--- config.mk ---
export PLATFORM = sky130hd
export DESIGN_NAME = lgcd_fifo
export DESIGN_NICKNAME = d
export VERILOG_FILES = /design/src/design/lgcd_fifo.sv
export VERILOG_INCLUDE_DIRS = /design/src /design/src/design
export SDC_FILE = /design/constraint.sdc
export NUM_CORES = 1
export LEC_CHECK = 0
export BUFFER_PORTS_ARGS = -buffer_cell sky130_fd_sc_hd__buf_4
export CORE_ASPECT_RATIO = 0.9
export CORE_UTILIZATION = 40
export CTS_BUF_LIST = sky130_fd_sc_hd__clkbuf_4
export DETAILED_ROUTE_END_ITERATION = 6
export PLACE_DENSITY = 0.67
export SLEW_MARGIN = 10
export SYNTH_ARGS = -nofsm -noshare
export SYNTH_HDL_FRONTEND = slang
export SYNTH_SLANG_ARGS = --single-unit
export TNS_END_PERCENT = 1
--- constraint.sdc ---
create_clock -name clk -period 3.85 [get_ports clk]
set_clock_uncertainty 0.05 [all_clocks]
set_input_delay 0.9625 -clock clk [delete_from_list [all_inputs] [get_ports clk]]
set_output_delay 0.9625 -clock clk [all_outputs]
set_load 0.005 [all_outputs]
--- src/design/locator_great_circle_distance_assert.svh ---
// Assertion macros shared by the modules of the locator distance block.
`ifndef LOCATOR_GREAT_CIRCLE_DISTANCE_ASSERT_SVH
`define LOCATOR_GREAT_CIRCLE_DISTANCE_ASSERT_SVH

// Checks a property on every rising edge of clk outside reset.
`define LGCD_ASSERT(label, prop) \
    label: assert property (@(posedge clk) disable iff (!rst_n) prop) \
        else $error("lgcd assertion failed");

// Checks that the consequent holds in the cycle after the antecedent.
`define LGCD_ASSERT_NEXT(label, ante, cons) \
    `LGCD_ASSERT(label, (ante) |=> (cons))

`endif

--- src/design/lgcd_fifo.sv ---
// ----------------------------------------------------------------------------
// lgcd_fifo
// Small register queue with a combinational head, used between the parts.
// ----------------------------------------------------------------------------
`include "locator_great_circle_distance_assert.svh"

module lgcd_fifo #(
    parameter int WIDTH = 8,
    parameter int DEPTH = 2
) (
    input  logic             clk,
    input  logic             rst_n,
    input  logic             push,
    input  logic [WIDTH-1:0] wdata,
    output logic             full,
    input  logic             pop,
    output logic [WIDTH-1:0] rdata,
    output logic             empty
);
    localparam int PW = (DEPTH > 1) ? $clog2(DEPTH) : 1;
    localparam int CW = $clog2(DEPTH + 1);

    logic [WIDTH-1:0] mem_reg [DEPTH];
    logic [PW-1:0]    wr_ptr_reg;
    logic [PW-1:0]    rd_ptr_reg;
    logic [CW-1:0]    count_reg;
    logic             do_push;
    logic             do_pop;

    assign full    = (count_reg == CW'(DEPTH));
    assign empty   = (count_reg == '0);
    assign do_push = push && !full;
    assign do_pop  = pop && !empty;
    assign rdata   = mem_reg[rd_ptr_reg];

    always_ff @(posedge clk)
    begin
        if (do_push)
        begin
            mem_reg[wr_ptr_reg] <= wdata;
        end
    end

    always_ff @(posedge clk or negedge rst_n)
    begin
        if (!rst_n)
        begin
            wr_ptr_reg <= '0;
            rd_ptr_reg <= '0;
            count_reg  <= '0;
        end
        else
        begin
            if (do_push)
            begin
                wr_ptr_reg <= (wr_ptr_reg == PW'(DEPTH - 1)) ? '0 : wr_ptr_reg + 1'b1;
            end
            if (do_pop)
            begin
                rd_ptr_reg <= (rd_ptr_reg == PW'(DEPTH - 1)) ? '0 : rd_ptr_reg + 1'b1;
            end
            if (do_push && !do_pop)
            begin
                count_reg <= count_reg + 1'b1;
            end
            else if (do_pop && !do_push)
            begin
                count_reg <= count_reg - 1'b1;
            end
        end
    end

    `LGCD_ASSERT(count_in_range, count_reg <= CW'(DEPTH))
    `LGCD_ASSERT_NEXT(count_up, do_push && !do_pop, count_reg == $past(count_reg) + 1'b1)
    `LGCD_ASSERT_NEXT(count_down, do_pop && !do_push, count_reg == $past(count_reg) - 1'b1)

endmodule

Word level (Yosys, flattened, before mapping)
Memory sizes are Yosys's and may differ from the RTL's.
Cells that the tools add are included.
{"block": "totals", "regBits": 4, "latchBits": 0, "inputBits": 12, "mem_bits_rw": 16, "output_inout_bits": 10, "rom_bits": 0, "n_memories": 1, "wordCells": 25}
{"name": "mem_reg", "words": 2, "word_bits": 8, "read_ports": 1, "rd_clocked_by_memory_dff": 0, "wr": 1, "line": "lgcd_fifo.sv:23", "text": "logic [WIDTH-1:0] mem_reg [DEPTH];"}
{"block": "op_classes", "div": 0, "n_addsub": 4, "mul": 0, "n_reduce_logical": 10, "n_mux": 6, "n_bitwise": 0, "shifts": 0, "n_eq_ne": 1, "order_cmp": 0}
{"cell": "logical AND 1 bit", "n": 4}
{"cell": "logical NOT 1 bit", "n": 4}
{"cell": "2-to-1 mux 1 bit", "n": 4}
{"cell": "2-to-1 mux 2 bit", "n": 2}
{"cell": "adder 1 bit (second input constant)", "n": 2}
{"cell": "adder 2 x 1 -> 2 bit (second input constant)", "n": 1}
{"cell": "equality test 2 bit (second input constant)", "n": 1}
{"cell": "logical NOT 2 bit", "n": 1}
{"cell": "nonzero test 2 bit", "n": 1}
{"cell": "subtractor 2 x 1 -> 2 bit (second input constant)", "n": 1}

Longest topological paths before layout
{"block": "depth", "ltp_word": 7, "ltp_mapped": 7, "depth_no_buf": 7}

Worst setup path before layout
Ideal clock, no wire load.
{"block": "synth_path", "path_type": "flip-flop to output port", "startpoint": "register rd_ptr_reg", "endpoint": "output port rdata[2]", "slack_ps": 1996, "path_buffers": 1, "path_stages_with_launch": 3, "required_time_ps": 2838, "t_arrival_ps": 841, "path_cell_list": "dfrtp_1 -> buf_2 -> mux2_2"}
{"block": "synth_via", "elab_chain_cells": 1}
{"element": "from (decl)", "line": "lgcd_fifo.sv:25", "text": "logic [PW-1:0] rd_ptr_reg;"}
{"element": "from (signal assigned)", "line": "lgcd_fifo.sv:60", "text": "rd_ptr_reg <= (rd_ptr_reg == PW'(DEPTH - 1)) ? '0 : rd_ptr_reg + 1'b1;"}
{"element": "memory (2 x 8 bit)"}
{"element": "to (decl)", "line": "lgcd_fifo.sv:17", "text": "output logic [WIDTH-1:0] rdata,"}
Every way passes these cells.

Worst setup path after layout
{"block": "layout_path", "startpoint": "register rd_ptr_reg", "endpoint": "output port rdata[7]"}
Same word-level chain as after synthesis.

==> reports/metrics.yaml <==
run_status: "finished clean"
hold_class: "input pin to async pin"
critPathTopFamily: "flip-flops"
ys_async_sr_fraction_pct: 20.0
mappedNetlistNets: 57
drv.max_cap_violation_count: 0
max_slew_margin_pct: 57.2
nNetsFinal: 82
grt_remaining_overflow: 0
synth-main-ff-cell: "edfxtp_1"
synthDistinctLibCells: 15
syn-cell-area_um2: 782
initial_antenna_violation_count: 0
floorplan.io_pins: 22
timing.critical_path.fanout_max: 9
place_congestion: 0.744
flow.area_growth_from_synthesis_pct: 26.7
postSynthCellCount: 44
rr_worst_depth: 3
tritoncts: "done"
antenna_cells_inserted: 0
grt_pass1_vias: 378
antenna_left: 0
ir_drop_mv: 0.371
number_of_clock_buffers_inserted_by_tritoncts: 3
setup_viol: 0
crit_chain: "mux2_2 -> buf_4"
detailroute.wirelength.met2_um: 474
fp.dieArea_um2: 2140
die_w_um: 48.6
dpl_cell_area_um2: 965
finalCriticalPeriod_ns: 2.42
route.detailed.vias_per_inst: 4.55
htree_num_levels: 1
synth_area_leader_cell: "edfxtp_1"
met3RoutedLength_um: 47
cts.reportedPaths.clkPinSlew_ns: 0.10
drt_pre_antenna_iters: 1
drt_drc_violations_left: 0
first_pass_grt_wire_length_um: 1670
final.period_utilization_pct: 62.8
grt_setup_unrepaired: "false"
largest_register_ff_count: 16
cts_max_path_buffers: 2
worst_skew_pair.late_latency_ns: 0.29
seq_total_area_yosys_pct: 74.2
timing.critical_path.buf_inv: 1
reg2reg_slack_ns: 2.21
worst_setup_path_start_kind: "flop"
final_layout_size_suffix_gt1_share_pct: 41.2
pin_count_of_the_biggest_net_entering_global_routing: 12
drv_slew: 0
grt_use_total_pct: 11.1
route.vias.total: 419
yosys_warnings: 0
finalSetupTns_ns: 0
cpPeakStageDelay_ns: 0.60
postCtsResizedCells: 0
wl_met1_um: 470
io_buffers: 21
fp.dieH_um: 43.9
yosys_register_bits: 20
place_hpwl_um: 741
clock-sinks: 20
rows: 14
power_density_nw_per_um2: 677
critPathCaptureType: "output port"
ys_top_cells_by_count: "edfxtp_1 (16), mux2_1 (6), dfrtp_1 (4)"
worst-slew-pin-transition_ns: 0.640
max_freq_mhz: 413
reg2reg_to: "mem_reg[0][5]"
fp.coreArea_um2: 1750
synth_area_per_cell_um2: 17.8
power.static_leakage_nw: 0.407
criticalPathCategory: "flop to output port"
synth_edf_count: 16
timing.critical_path.arrival_ns: 1.41
layout.cell_area.non_filler_um2: 991
root_buffer: "clkbuf_4"
most_common_cell_in_the_synthesized_netlist: "edfxtp_1"
wirelength_um: 1020
finalPower_mw: 0.670
timing.final.hold_violations: 0
dr.first_iter.drc_count: 0
routed.top_layer: "met4"
share_of_the_synthesized_area_in_the_top_cell_type_pct: 61.4
post_synth_main_area_contributors: "edfxtp_1 (61%), dfrtp_1 (13%), mux2_1 (8.6%)"
number_of_hold_repair_buffers_added_at_the_cts_stage: 0
cp_slowest_cell: "dfrtp_1"
critPathRequiredTime_ns: 2.84
worstReg2RegStart: "count_reg[0]"
routedWlPerCell_um: 11.0
floorplan.initialDensity_pct: 44.6
post-cts-setup-buffer-count: 0
[per-stage QoR]
stage                     hold WS [ns]  worst slack, ns  std cells  util (%)
after global placement           0.456             1.75         88      55.1
after floorplan                  0.434             2.00         44         -
after detailed placement         0.458             1.74         88      55.1
after CTS                        0.387             1.40         92      56.6
after global routing             0.371             1.33         92      56.6
final                            0.397             1.43         92      56.6
[worst reg2reg max path, cell delays in order (launching register included)]
cell,delay [ns]
dfrtp_1,0.43
nand2b_1,0.20
nand2_2,0.10
nor2_1,0.50
[metal layers]
layer / GRT usage [%] / vias up
met5: 0 / -
met4: 8.82 / 0
met3: 2.11 / 4
met2: 15.8 / 14
met1: 15.0 / 195
li1: - / 206
[layout make-up]
class,instances,area [um^2]
clock buffer,3,22.5
timing repair buffer,21,158
clock inverter,1,3.75
tap,24,30.0
inverter,2,7.51
sequential,20,581
fill,157,761
multi-input combinational,21,189
[how the worst max path moves through the flow]
stage	to	cells after the start	slack (ns)	startpoint
floorplan	rdata[2]	2	2.00	rd_ptr_reg
global placement	rdata[6]	2	1.75	rd_ptr_reg
detailed placement	rdata[2]	2	1.74	rd_ptr_reg
CTS	rdata[7]	2	1.40	rd_ptr_reg
global route	rdata[7]	2	1.33	rd_ptr_reg
finish	rdata[7]	2	1.43	rd_ptr_reg
[power by group]
part / leakage [nW] / switching (mW) / internal [mW] / total (mW)
clock network: 0.0154 / 0.0569 / 0.0377 / 0.0946
registers: 0.195 / 0.0464 / 0.302 / 0.349
logic: 0.196 / 0.0896 / 0.138 / 0.227
[cells by family (layout without fill, tap and decap cells)]
group,after synthesis,in the layout,synth area share [%]
flops,20,20,74.2
mux,8,8,11.5
simple gates,6,6,3.84
xor+xnor,5,5,6.56
buf+inv,3,27,1.60
fa+ha+maj,1,1,1.60
compound gates,1,1,0.639
[layout by cell type (no fill, tap or decap), types with 2 or more instances in the layout]
master | Yosys | layout
buf_4 | 0 | 21
edfxtp_1 | 16 | 16
mux2_1 | 6 | 6
dfrtp_1 | 4 | 4
nor2_1 | 3 | 3
clkbuf_4 | 0 | 3
mux2_2 | 2 | 2
inv_1 | 2 | 2
xnor2_1 | 2 | 2
xor2_1 | 2 | 2
Power figures use the tool's default switching activity.
