[src/design/locator_great_circle_distance_assert.svh]
// Assertion macros shared by the modules of the locator distance block.
`ifndef LOCATOR_GREAT_CIRCLE_DISTANCE_ASSERT_SVH
`define LOCATOR_GREAT_CIRCLE_DISTANCE_ASSERT_SVH

// Checks a property on every rising edge of clk outside reset.
`define LGCD_ASSERT(label, prop) \
    label: assert property (@(posedge clk) disable iff (!rst_n) prop) \
        else $error("lgcd assertion failed");

// Checks that the consequent holds in the cycle after the antecedent.
`define LGCD_ASSERT_NEXT(label, ante, cons) \
    `LGCD_ASSERT(label, (ante) |=> (cons))

`endif

[src/design/lgcd_pkg.sv]
// ----------------------------------------------------------------------------
// lgcd_pkg
// Types, constants and the arctangent table of the locator distance block.
// ----------------------------------------------------------------------------
package lgcd_pkg;

    localparam int DEF_CORDIC_STEPS    = 24;
    localparam int DEF_ANGLE_FRAC_BITS = 20;

    localparam longint unsigned PI_Q60 = 64'h3243F6A8885A308D;
    localparam longint unsigned PI_Q30 = (PI_Q60 + (64'd1 << 29)) >> 30;
    localparam longint unsigned DEG2RAD_Q32 = (PI_Q60 / 180 + (64'd1 << 27)) >> 28;
    localparam longint unsigned GAIN_INV_Q30 = 652032874;

    localparam logic [7:0] CHAR_A     = 8'd65;
    localparam logic [7:0] CHAR_ZERO  = 8'd48;
    localparam logic [7:0] LON_FIRST  = 8'd65;
    localparam logic [7:0] LON_LAST   = 8'd82;
    localparam logic [7:0] LAT_FIRST  = 8'd66;
    localparam logic [7:0] LAT_LAST   = 8'd81;
    localparam logic [7:0] DIGIT_LAST = 8'd57;

    typedef enum logic [7:0] {
        CFG_LON_FIELD  = 8'd0,
        CFG_LAT_FIELD  = 8'd1,
        CFG_LON_SQUARE = 8'd2,
        CFG_LAT_SQUARE = 8'd3
    } cfg_index_t;

    typedef struct packed {
        logic [7:0] target_lon_field_char;
        logic [7:0] target_lat_field_char;
        logic [7:0] target_lon_square_char;
        logic [7:0] target_lat_square_char;
    } target_t;

    typedef struct packed {
        logic [13:0] distance_miles;
        logic        locator_valid;
    } result_t;

    typedef logic [31:0] atan_tab_t [0:31];

    // Restoring long division, evaluated only while the table is built.
    function automatic longint unsigned table_udiv(
        input longint unsigned num,
        input longint unsigned den
    );
        longint unsigned quo;
        longint unsigned rem;
        int              b;
        quo = 0;
        rem = 0;
        for (b = 63; b >= 0; b--)
        begin
            rem = {rem[62:0], num[b]};
            if (rem >= den)
            begin
                rem    = rem - den;
                quo[b] = 1'b1;
            end
        end
        return quo;
    endfunction

    function automatic atan_tab_t atan_table_build();
        atan_tab_t       tab;
        longint unsigned acc;
        longint unsigned term;
        int unsigned     i;
        int unsigned     k;
        for (i = 0; i < 32; i++)
        begin
            if (i == 0)
            begin
                tab[i] = 32'((PI_Q60 + (64'd1 << 31)) >> 32);
            end
            else
            begin
                acc = 0;
                for (k = 0; 62 >= i * (2 * k + 1); k++)
                begin
                    term = table_udiv(64'd1 << (62 - i * (2 * k + 1)), 64'(2 * k + 1));
                    acc  = k[0] ? acc - term : acc + term;
                end
                tab[i] = 32'((acc + (64'd1 << 31)) >> 32);
            end
        end
        return tab;
    endfunction

    localparam atan_tab_t ATAN_TAB = atan_table_build();

endpackage

[src/design/lgcd_front.sv]
// ----------------------------------------------------------------------------
// lgcd_front
// Holds the station registers, validates and decodes each target locator.
// ----------------------------------------------------------------------------
module lgcd_front #(
    parameter int ANGLE_FRAC_BITS = lgcd_pkg::DEF_ANGLE_FRAC_BITS,
    parameter int DEG_W           = ANGLE_FRAC_BITS + 16
) (
    input  logic                   clk,
    input  logic                   rst_n,
    input  logic                   push,
    input  lgcd_pkg::target_t      target,
    input  logic                   cfg_valid,
    output logic                   cfg_ready,
    input  logic [7:0]             cfg_index,
    input  logic [7:0]             cfg_data,
    input  logic                   mid_full,
    output logic                   mid_push,
    output logic [3*DEG_W:0]       mid_data
);
    import lgcd_pkg::*;

    localparam longint DEG_ONE = longint'(1) << ANGLE_FRAC_BITS;
    localparam longint LAT_OFF = (23 * DEG_ONE + 24) / 48;
    localparam longint LON_OFF = (23 * DEG_ONE + 12) / 24;

    logic [7:0] st_lon_field_reg;
    logic [7:0] st_lat_field_reg;
    logic [7:0] st_lon_square_reg;
    logic [7:0] st_lat_square_reg;

    logic                    valid;
    logic signed [DEG_W-1:0] slat;
    logic signed [DEG_W-1:0] slon;
    logic signed [DEG_W-1:0] tlat;
    logic signed [DEG_W-1:0] tlon;
    logic signed [DEG_W-1:0] dlon;

    function automatic logic signed [DEG_W-1:0] decode_deg(
        input logic [7:0] letter,
        input logic [7:0] digit,
        input logic       is_lon
    );
        logic [7:0]         l;
        logic [7:0]         d;
        logic signed [15:0] whole;
        l = letter - CHAR_A;
        d = digit - CHAR_ZERO;
        if (is_lon)
        begin
            whole = $signed({8'd0, l}) * 16'sd20 + $signed({8'd0, d}) * 16'sd2 - 16'sd180;
            return (DEG_W'(whole) <<< ANGLE_FRAC_BITS) + DEG_W'(LON_OFF);
        end
        whole = $signed({8'd0, l}) * 16'sd10 + $signed({8'd0, d}) - 16'sd90;
        return (DEG_W'(whole) <<< ANGLE_FRAC_BITS) + DEG_W'(LAT_OFF);
    endfunction

    assign cfg_ready = 1'b1;

    always_ff @(posedge clk or negedge rst_n)
    begin
        if (!rst_n)
        begin
            st_lon_field_reg  <= CHAR_A;
            st_lat_field_reg  <= CHAR_A;
            st_lon_square_reg <= CHAR_ZERO;
            st_lat_square_reg <= CHAR_ZERO;
        end
        else if (cfg_valid)
        begin
            case (cfg_index)
                CFG_LON_FIELD:  st_lon_field_reg  <= cfg_data;
                CFG_LAT_FIELD:  st_lat_field_reg  <= cfg_data;
                CFG_LON_SQUARE: st_lon_square_reg <= cfg_data;
                CFG_LAT_SQUARE: st_lat_square_reg <= cfg_data;
                default: ;
            endcase
        end
    end

    always_comb
    begin
        valid = (target.target_lon_field_char inside {[LON_FIRST:LON_LAST]})
             && (target.target_lat_field_char inside {[LAT_FIRST:LAT_LAST]})
             && (target.target_lon_square_char inside {[CHAR_ZERO:DIGIT_LAST]})
             && (target.target_lat_square_char inside {[CHAR_ZERO:DIGIT_LAST]});
        slat = decode_deg(st_lat_field_reg, st_lat_square_reg, 1'b0);
        slon = decode_deg(st_lon_field_reg, st_lon_square_reg, 1'b1);
        tlat = decode_deg(target.target_lat_field_char, target.target_lat_square_char, 1'b0);
        tlon = decode_deg(target.target_lon_field_char, target.target_lon_square_char, 1'b1);
        dlon = tlon - slon;
    end

    assign mid_push = push && !mid_full;
    assign mid_data = {valid, slat, tlat, dlon};

endmodule

[config.mk]
export PLATFORM = sky130hd
export DESIGN_NAME = lgcd_front
export DESIGN_NICKNAME = d
export VERILOG_FILES = /design/src/design/locator_great_circle_distance_assert.svh /design/src/design/lgcd_pkg.sv /design/src/design/lgcd_front.sv
export SDC_FILE = /design/constraint.sdc
export NUM_CORES = 1
export LEC_CHECK = 0
export BUFFER_PORTS_ARGS = -buffer_cell sky130_fd_sc_hd__buf_2
export CAP_MARGIN = 25
export CORE_UTILIZATION = 47
export DETAILED_ROUTE_END_ITERATION = 12
export GPL_TIMING_DRIVEN = 0
export PLACE_DENSITY = 0.78
export SLEW_MARGIN = 20
export SYNTH_ARGS = -nofsm -noshare
export SYNTH_HDL_FRONTEND = slang
export SYNTH_SLANG_ARGS = --single-unit
[constraint.sdc]
create_clock -name clk -period 9.1 [get_ports clk]
set_input_delay 0.91 -clock clk [delete_from_list [all_inputs] [get_ports clk]]
set_output_delay 0.91 -clock clk [all_outputs]
set_load 0.01 [all_outputs]
# After elaboration in Yosys (flattened, before gate mapping)
# Cells that the tools add are included.
dict set report op_classes {
  mux 0
  n_addsub 21
  n_eq_ne 3
  reduce_logical 14
  n_lt_le_gt_ge 8
  shifts 0
  n_bitwise 0
  div_mod_pow 0
  mul 4
}
# cell n
set op_table {}
lappend op_table {{$add 35x21->36 const B} 2}
lappend op_table {{$add 34x20->35 const B} 2}
lappend op_table {{$mul 8x3->11 const B} 4}
lappend op_table {{$sub 36x36->36} 1}
lappend op_table {{$sub 8x6->8 const B} 4}
lappend op_table {{$sub 8x7->8 const B} 4}
lappend op_table {{$sub 14x8->15 const B} 2}
lappend op_table {{$add 13x9->14} 2}
lappend op_table {{$sub 13x7->14 const B} 2}
lappend op_table {{$add 12x8->13} 2}
lappend op_table {{$eq 8x2->1 const B} 2}
lappend op_table {{$ge 8x6->1 const B} 2}
lappend op_table {{$ge 8x7->1 const B} 2}
lappend op_table {{$le 8x6->1 const B} 2}
lappend op_table {{$le 8x7->1 const B} 2}
lappend op_table {{$eq 8x1->1 const B} 1}
lappend op_table {{$logic_and 1x1->1} 8}
lappend op_table {{$logic_not 8->1} 1}
lappend op_table {{$reduce_and 2->1} 4}
lappend op_table {{$logic_not 1->1} 1}
dict set report word_totals {
  latch_bits 0
  output_inout_bits 111
  wordCells 54
  mem_bits_ro 0
  register_bits 32
  inputBits 53
  ram_bits 0
  mem_count 0
}

# Logic depth before layout (Yosys ltp)
dict set report depth {
  depth_word 6
  depth_mapped 26
  depth_no_buf 26
}

# Worst setup path after synthesis
# No wires, ideal clock.
dict set report synth_path {
  kind {in2out}
  startpoint {in target[24] in the netlist's numbering}
  endpoint {out mid_data[35]}
  required_time_ps 8190
  cell_stages 22
  arrival_time_ps 4851
  path_buffers 0
  path_slack_ps 3339
  cell_sequence {inv_1 > ha_1 > nand2_1 > xnor2_1 > ha_1 > ha_1 > a21o_1 > a21oi_1 > xnor2_1 > ha_1 > inv_1 > ha_1 > o21ai_0 > nor2_1 > o41ai_1 > o21ai_0 > xor2_1 > ha_1 > inv_1 > o21ai_0 > a31o_2 > o21ai_0}
}
dict set report synth_via {
  elab_chain_cells 6
}
# element line
set synth_lines {}
lappend synth_lines {{from (decl)} lgcd_front.sv:12} ;# input lgcd_pkg::target_t target,
lappend synth_lines {{$sub 8x7->8} lgcd_front.sv:47} ;# l = letter - CHAR_A;
lappend synth_lines {{$mul 8x3->11} lgcd_front.sv:51} ;# whole = $signed({8'd0, l}) * 16'sd20 + $signed({8'd0, d}) * 16'sd2 - 16'sd180;
lappend synth_lines {{$add 13x9->14} lgcd_front.sv:51}
lappend synth_lines {{$sub 14x8->15} lgcd_front.sv:51}
lappend synth_lines {{$add 35x21->36} lgcd_front.sv:52} ;# return (DEG_W'(whole) <<< ANGLE_FRAC_BITS) + DEG_W'(LON_OFF);
lappend synth_lines {{$sub 36x36->36} lgcd_front.sv:91} ;# dlon = tlon - slon;
lappend synth_lines {{to (decl)} lgcd_front.sv:19} ;# output logic [3*DEG_W:0] mid_data
# Every way passes these cells.

# Worst setup path in the final report
dict set report layout_path {
  startpoint {reg st_lon_field_reg[0]}
  endpoint {out mid_data[34]}
}
dict set report layout_via {
  elab_chain_cells 6
}
# element line
set layout_lines {}
lappend layout_lines {{from (decl)} lgcd_front.sv:27} ;# logic [7:0] st_lon_field_reg;
lappend layout_lines {{from (signal assigned)} lgcd_front.sv:72} ;# CFG_LON_FIELD: st_lon_field_reg <= cfg_data;
lappend layout_lines {{$sub 8x7->8} lgcd_front.sv:47}
lappend layout_lines {{$mul 8x3->11} lgcd_front.sv:51}
lappend layout_lines {{$add 13x9->14} lgcd_front.sv:51}
lappend layout_lines {{$sub 14x8->15} lgcd_front.sv:51}
lappend layout_lines {{$add 35x21->36} lgcd_front.sv:52}
lappend layout_lines {{$sub 36x36->36} lgcd_front.sv:91}
# Every way passes these cells.

==> results.md <==
- Outcome: finished clean
- Fillers: 1,243
- Final setup vio count: 0
- Final WS setup: 2.589 ns
- Main combinational cell family by area after synthesis: adder cells
- Largest net degree at the start of global routing: 33
- CP required: 8.19 ns
- CTS Sinks: 32
- Rel. slew slack: 54.58%
- Setup TNS: 0 ns
- Initial drt markers: 92
- CTS tree: built
- Dpl ws: 2.751 ns
- Pre-antenna DRT Iters: 5
- PortBufs: 100
- Initial antenna violation count: 0
- Clock latency on the worst-skew pair: 0.27 ns
- Drt wl/cell: 11.44 um
- Fmax: 153.6 MHz
- Clock slew at reported path FFs: 0.05 ns
- Critical path startpoint category: flip-flop
- Post-synthesis xor/xnor area fraction: 12.50%
- Area growth syn-to-layout: 16.92%
- Main synth FF type: dfrtp_1
- Hold Crit Depth: 1
- Final min period: 6.511 ns
- Highest-count cells in the layout ignoring fill and taps: 149 x ha_1, 108 x inv_1, 100 x buf_2, 69 x buf_4, 62 x conb_1
- Hold Crit Class: flip-flop to flip-flop
- EDFF count, synth: 0
- Sequential-to-total area share from yosys stat: 12.45%
- Endpoints failing hold: 0
- GRT Util Overall: 18.08%
- Post-CTS Setup Inserts: 0
- Register area: 810.8 um2
- CP max FO: 5
- FP Rows: 42
- Vias in the first global route: 5,027
- Htree depth: 2
- Syn. warnings: 0
- Max Cap Viol: 0
- GRT overflow: 0
- Die H: 119.7 um
- Seq cells post-synth: 32
- Gate count after technology mapping: 764
- Die Area: 0.01433 mm2
- R2R cell count: 2
- Post-CTS Hold Fix Bufs: 0
- Drc violations: 0
- Mapped cell area: 0.006514 mm2
- Critical Path End Type: output port
- Commonest non-fill, non-tap cell in the layout: ha_1
- Final GP Congestion: 0.9037
- Vias: 5,305
- Finished Layout Cells: 1,108
- Critical Setup Path Class: flip-flop to output port
- I/O Pins: 164
- Multiplexer share of the synthesized area: 4.841%
- Leakage power total: 4.262 nW
- CTS Buf Count: 5
- Die X: 119.7 um
- N_diodes: 0
- Adder-Cell Fraction of Synth Area: 31.23%
- Initial core utilization: 48.61%
- Post_cts resized: 0
- Post-synthesis average cell area: 8.526 um2
- Synth Area in Simple Gates: 9.643%
- Drt via density: 4.788
- First-pass GRT wire length: 21,800 um
- Root Driver: clkbuf_16
- Synth cell types: 51
- DRT antenna net count: 0
- Total Nets Final: 1,141
- Synth async-reset ratio: 100.0%
- Compound-Gate Fraction of Synth Area: 15.04%
- Worst endpoint data arrival time: 5.60 ns
- Utilization of the core after routing: 56.83%
- Post-DP HPWL: 11,130 um
- Share of cells above drive strength 1: 23.93%
- Peak VDD IR: 282.8 uV
- Period utilisation layout: 71.55%
- Multi-input logic area: 0.005005 mm2
- Max Root-Sink Buffers: 2
- Core area: 0.01340 mm2
- Unrepaired setup endpoints after global routing: false
- Routed WL: 12,680 um
- Placed cells: 1,100
- Clock Skew: 0 ns
- Pwr per Cell Area: 264.4 mW/mm2
- Worst slew pin tran: 0.6813 ns
- Max-slew violation count: 0
==> critical path, stage by stage (launching register included) <==
cell and delay (ns):
dfstp_2 0.57, inv_1 0.08, ha_1 0.22, nand2b_1 0.10
nor4_1 0.06, xnor2_1 0.34, ha_1 0.31, ha_1 0.35
o21ai_0 0.18, nor4b_1 0.28, or3_1 0.23, inv_1 0.09
ha_1 0.23, or3_1 0.37, o22a_1 0.23, maj3_1 0.37
xor2_1 0.16, ha_1 0.35, a21oi_1 0.16, o21ai_0 0.13
a31o_2 0.25, o22ai_1 0.13, buf_2 0.15
==> layout make-up <==
type | count | area share, %
plain buffers | 69 | 6.801
repair buffers | 100 | 6.571
flip-flops and latches | 32 | 10.65
clock buffers | 8 | 2.054
multi-input cells | 615 | 65.71
inverters | 108 | 5.323
well taps | 176 | 2.891
==> synth_stat cells (4+ instances only) <==
master      n  area (um2)
mux2_2     28       315.3
o31ai_1     5       37.54
nand2_1    20       75.07
buf_4      69       518.0
nand2b_1   11       68.82
a211oi_1    5       37.54
or3_1       4       25.02
a21oi_1    43       215.2
o21a_1      6       45.04
nand3_1    11       55.05
nor2_1     38       142.6
fa_1        8       160.2
xnor2_1    55       481.7
nor2b_1     6       37.54
o21ai_0    36       180.2
o22ai_1     4       25.02
o21bai_1    7       52.55
a21o_1     26       195.2
nor3_1     10       50.05
a31oi_1     4       25.02
inv_1     108       405.4
dfstp_2     8       210.2
dfrtp_1    24       600.6
ha_1      149        1864
xor2_1     38       332.8
==> worst paths after layout <==
check,start,end,slack [ns]
min in group asynchronous,rst_n,st_lat_field_reg[5],0.67
setup reg to reg,st_lon_field_reg[0],st_lon_field_reg[0],8.16
setup / recovery,st_lon_field_reg[0],mid_data[34],2.59
hold / removal,st_lon_square_reg[2],st_lon_square_reg[2],0.52
hold reg to reg,st_lon_square_reg[2],st_lon_square_reg[2],0.52
max in group asynchronous,rst_n,st_lat_field_reg[1],7.98
==> stage by stage <==
stage	cell area [um2]	power (mW)	hold slack, ns
6_report	7616	2.013	0.5166
3_5_place_dp	7460	1.830	0.5073
2_1_floorplan	6739	1.391	0.4794
3_3_place_gp	7460	1.797	0.4895
4_1_cts	7616	2.019	0.5186
5_1_grt	7616	2.220	0.5417
==> power breakdown <==
group	leakage, nW	switching, mW	internal (mW)
combinational	3.78	0.919	0.761
sequential	0.405	0.00737	0.152
clock	0.0772	0.0587	0.116
total	4.26	0.985	1.03
==> layer usage <==
| layer | vias up | GRT usage (%) | part of all wire, % |
|---|---|---|---|
| met1 | 2360 | 23.34 | 46 |
| met2 | 108 | 32.51 | 49 |
| met5 | - | 0 | 0 |
| met4 | 0 | 3.672 | 1.2 |
| li1 | 2822 | - | - |
| met3 | 15 | 1.759 | 3.8 |
==> cells by family (layout without fill, tap and decap cells) <==
logic type | Yosys count | after routing
buf+inv | 177 | 285
fa+ha+maj | 158 | 158
compound gates | 155 | 155
simple gates | 119 | 119
xor+xnor | 93 | 93
flops | 32 | 32
mux | 28 | 28
other cells | 2 | 62
No activity file was read; power rests on OpenSTA's default activity.
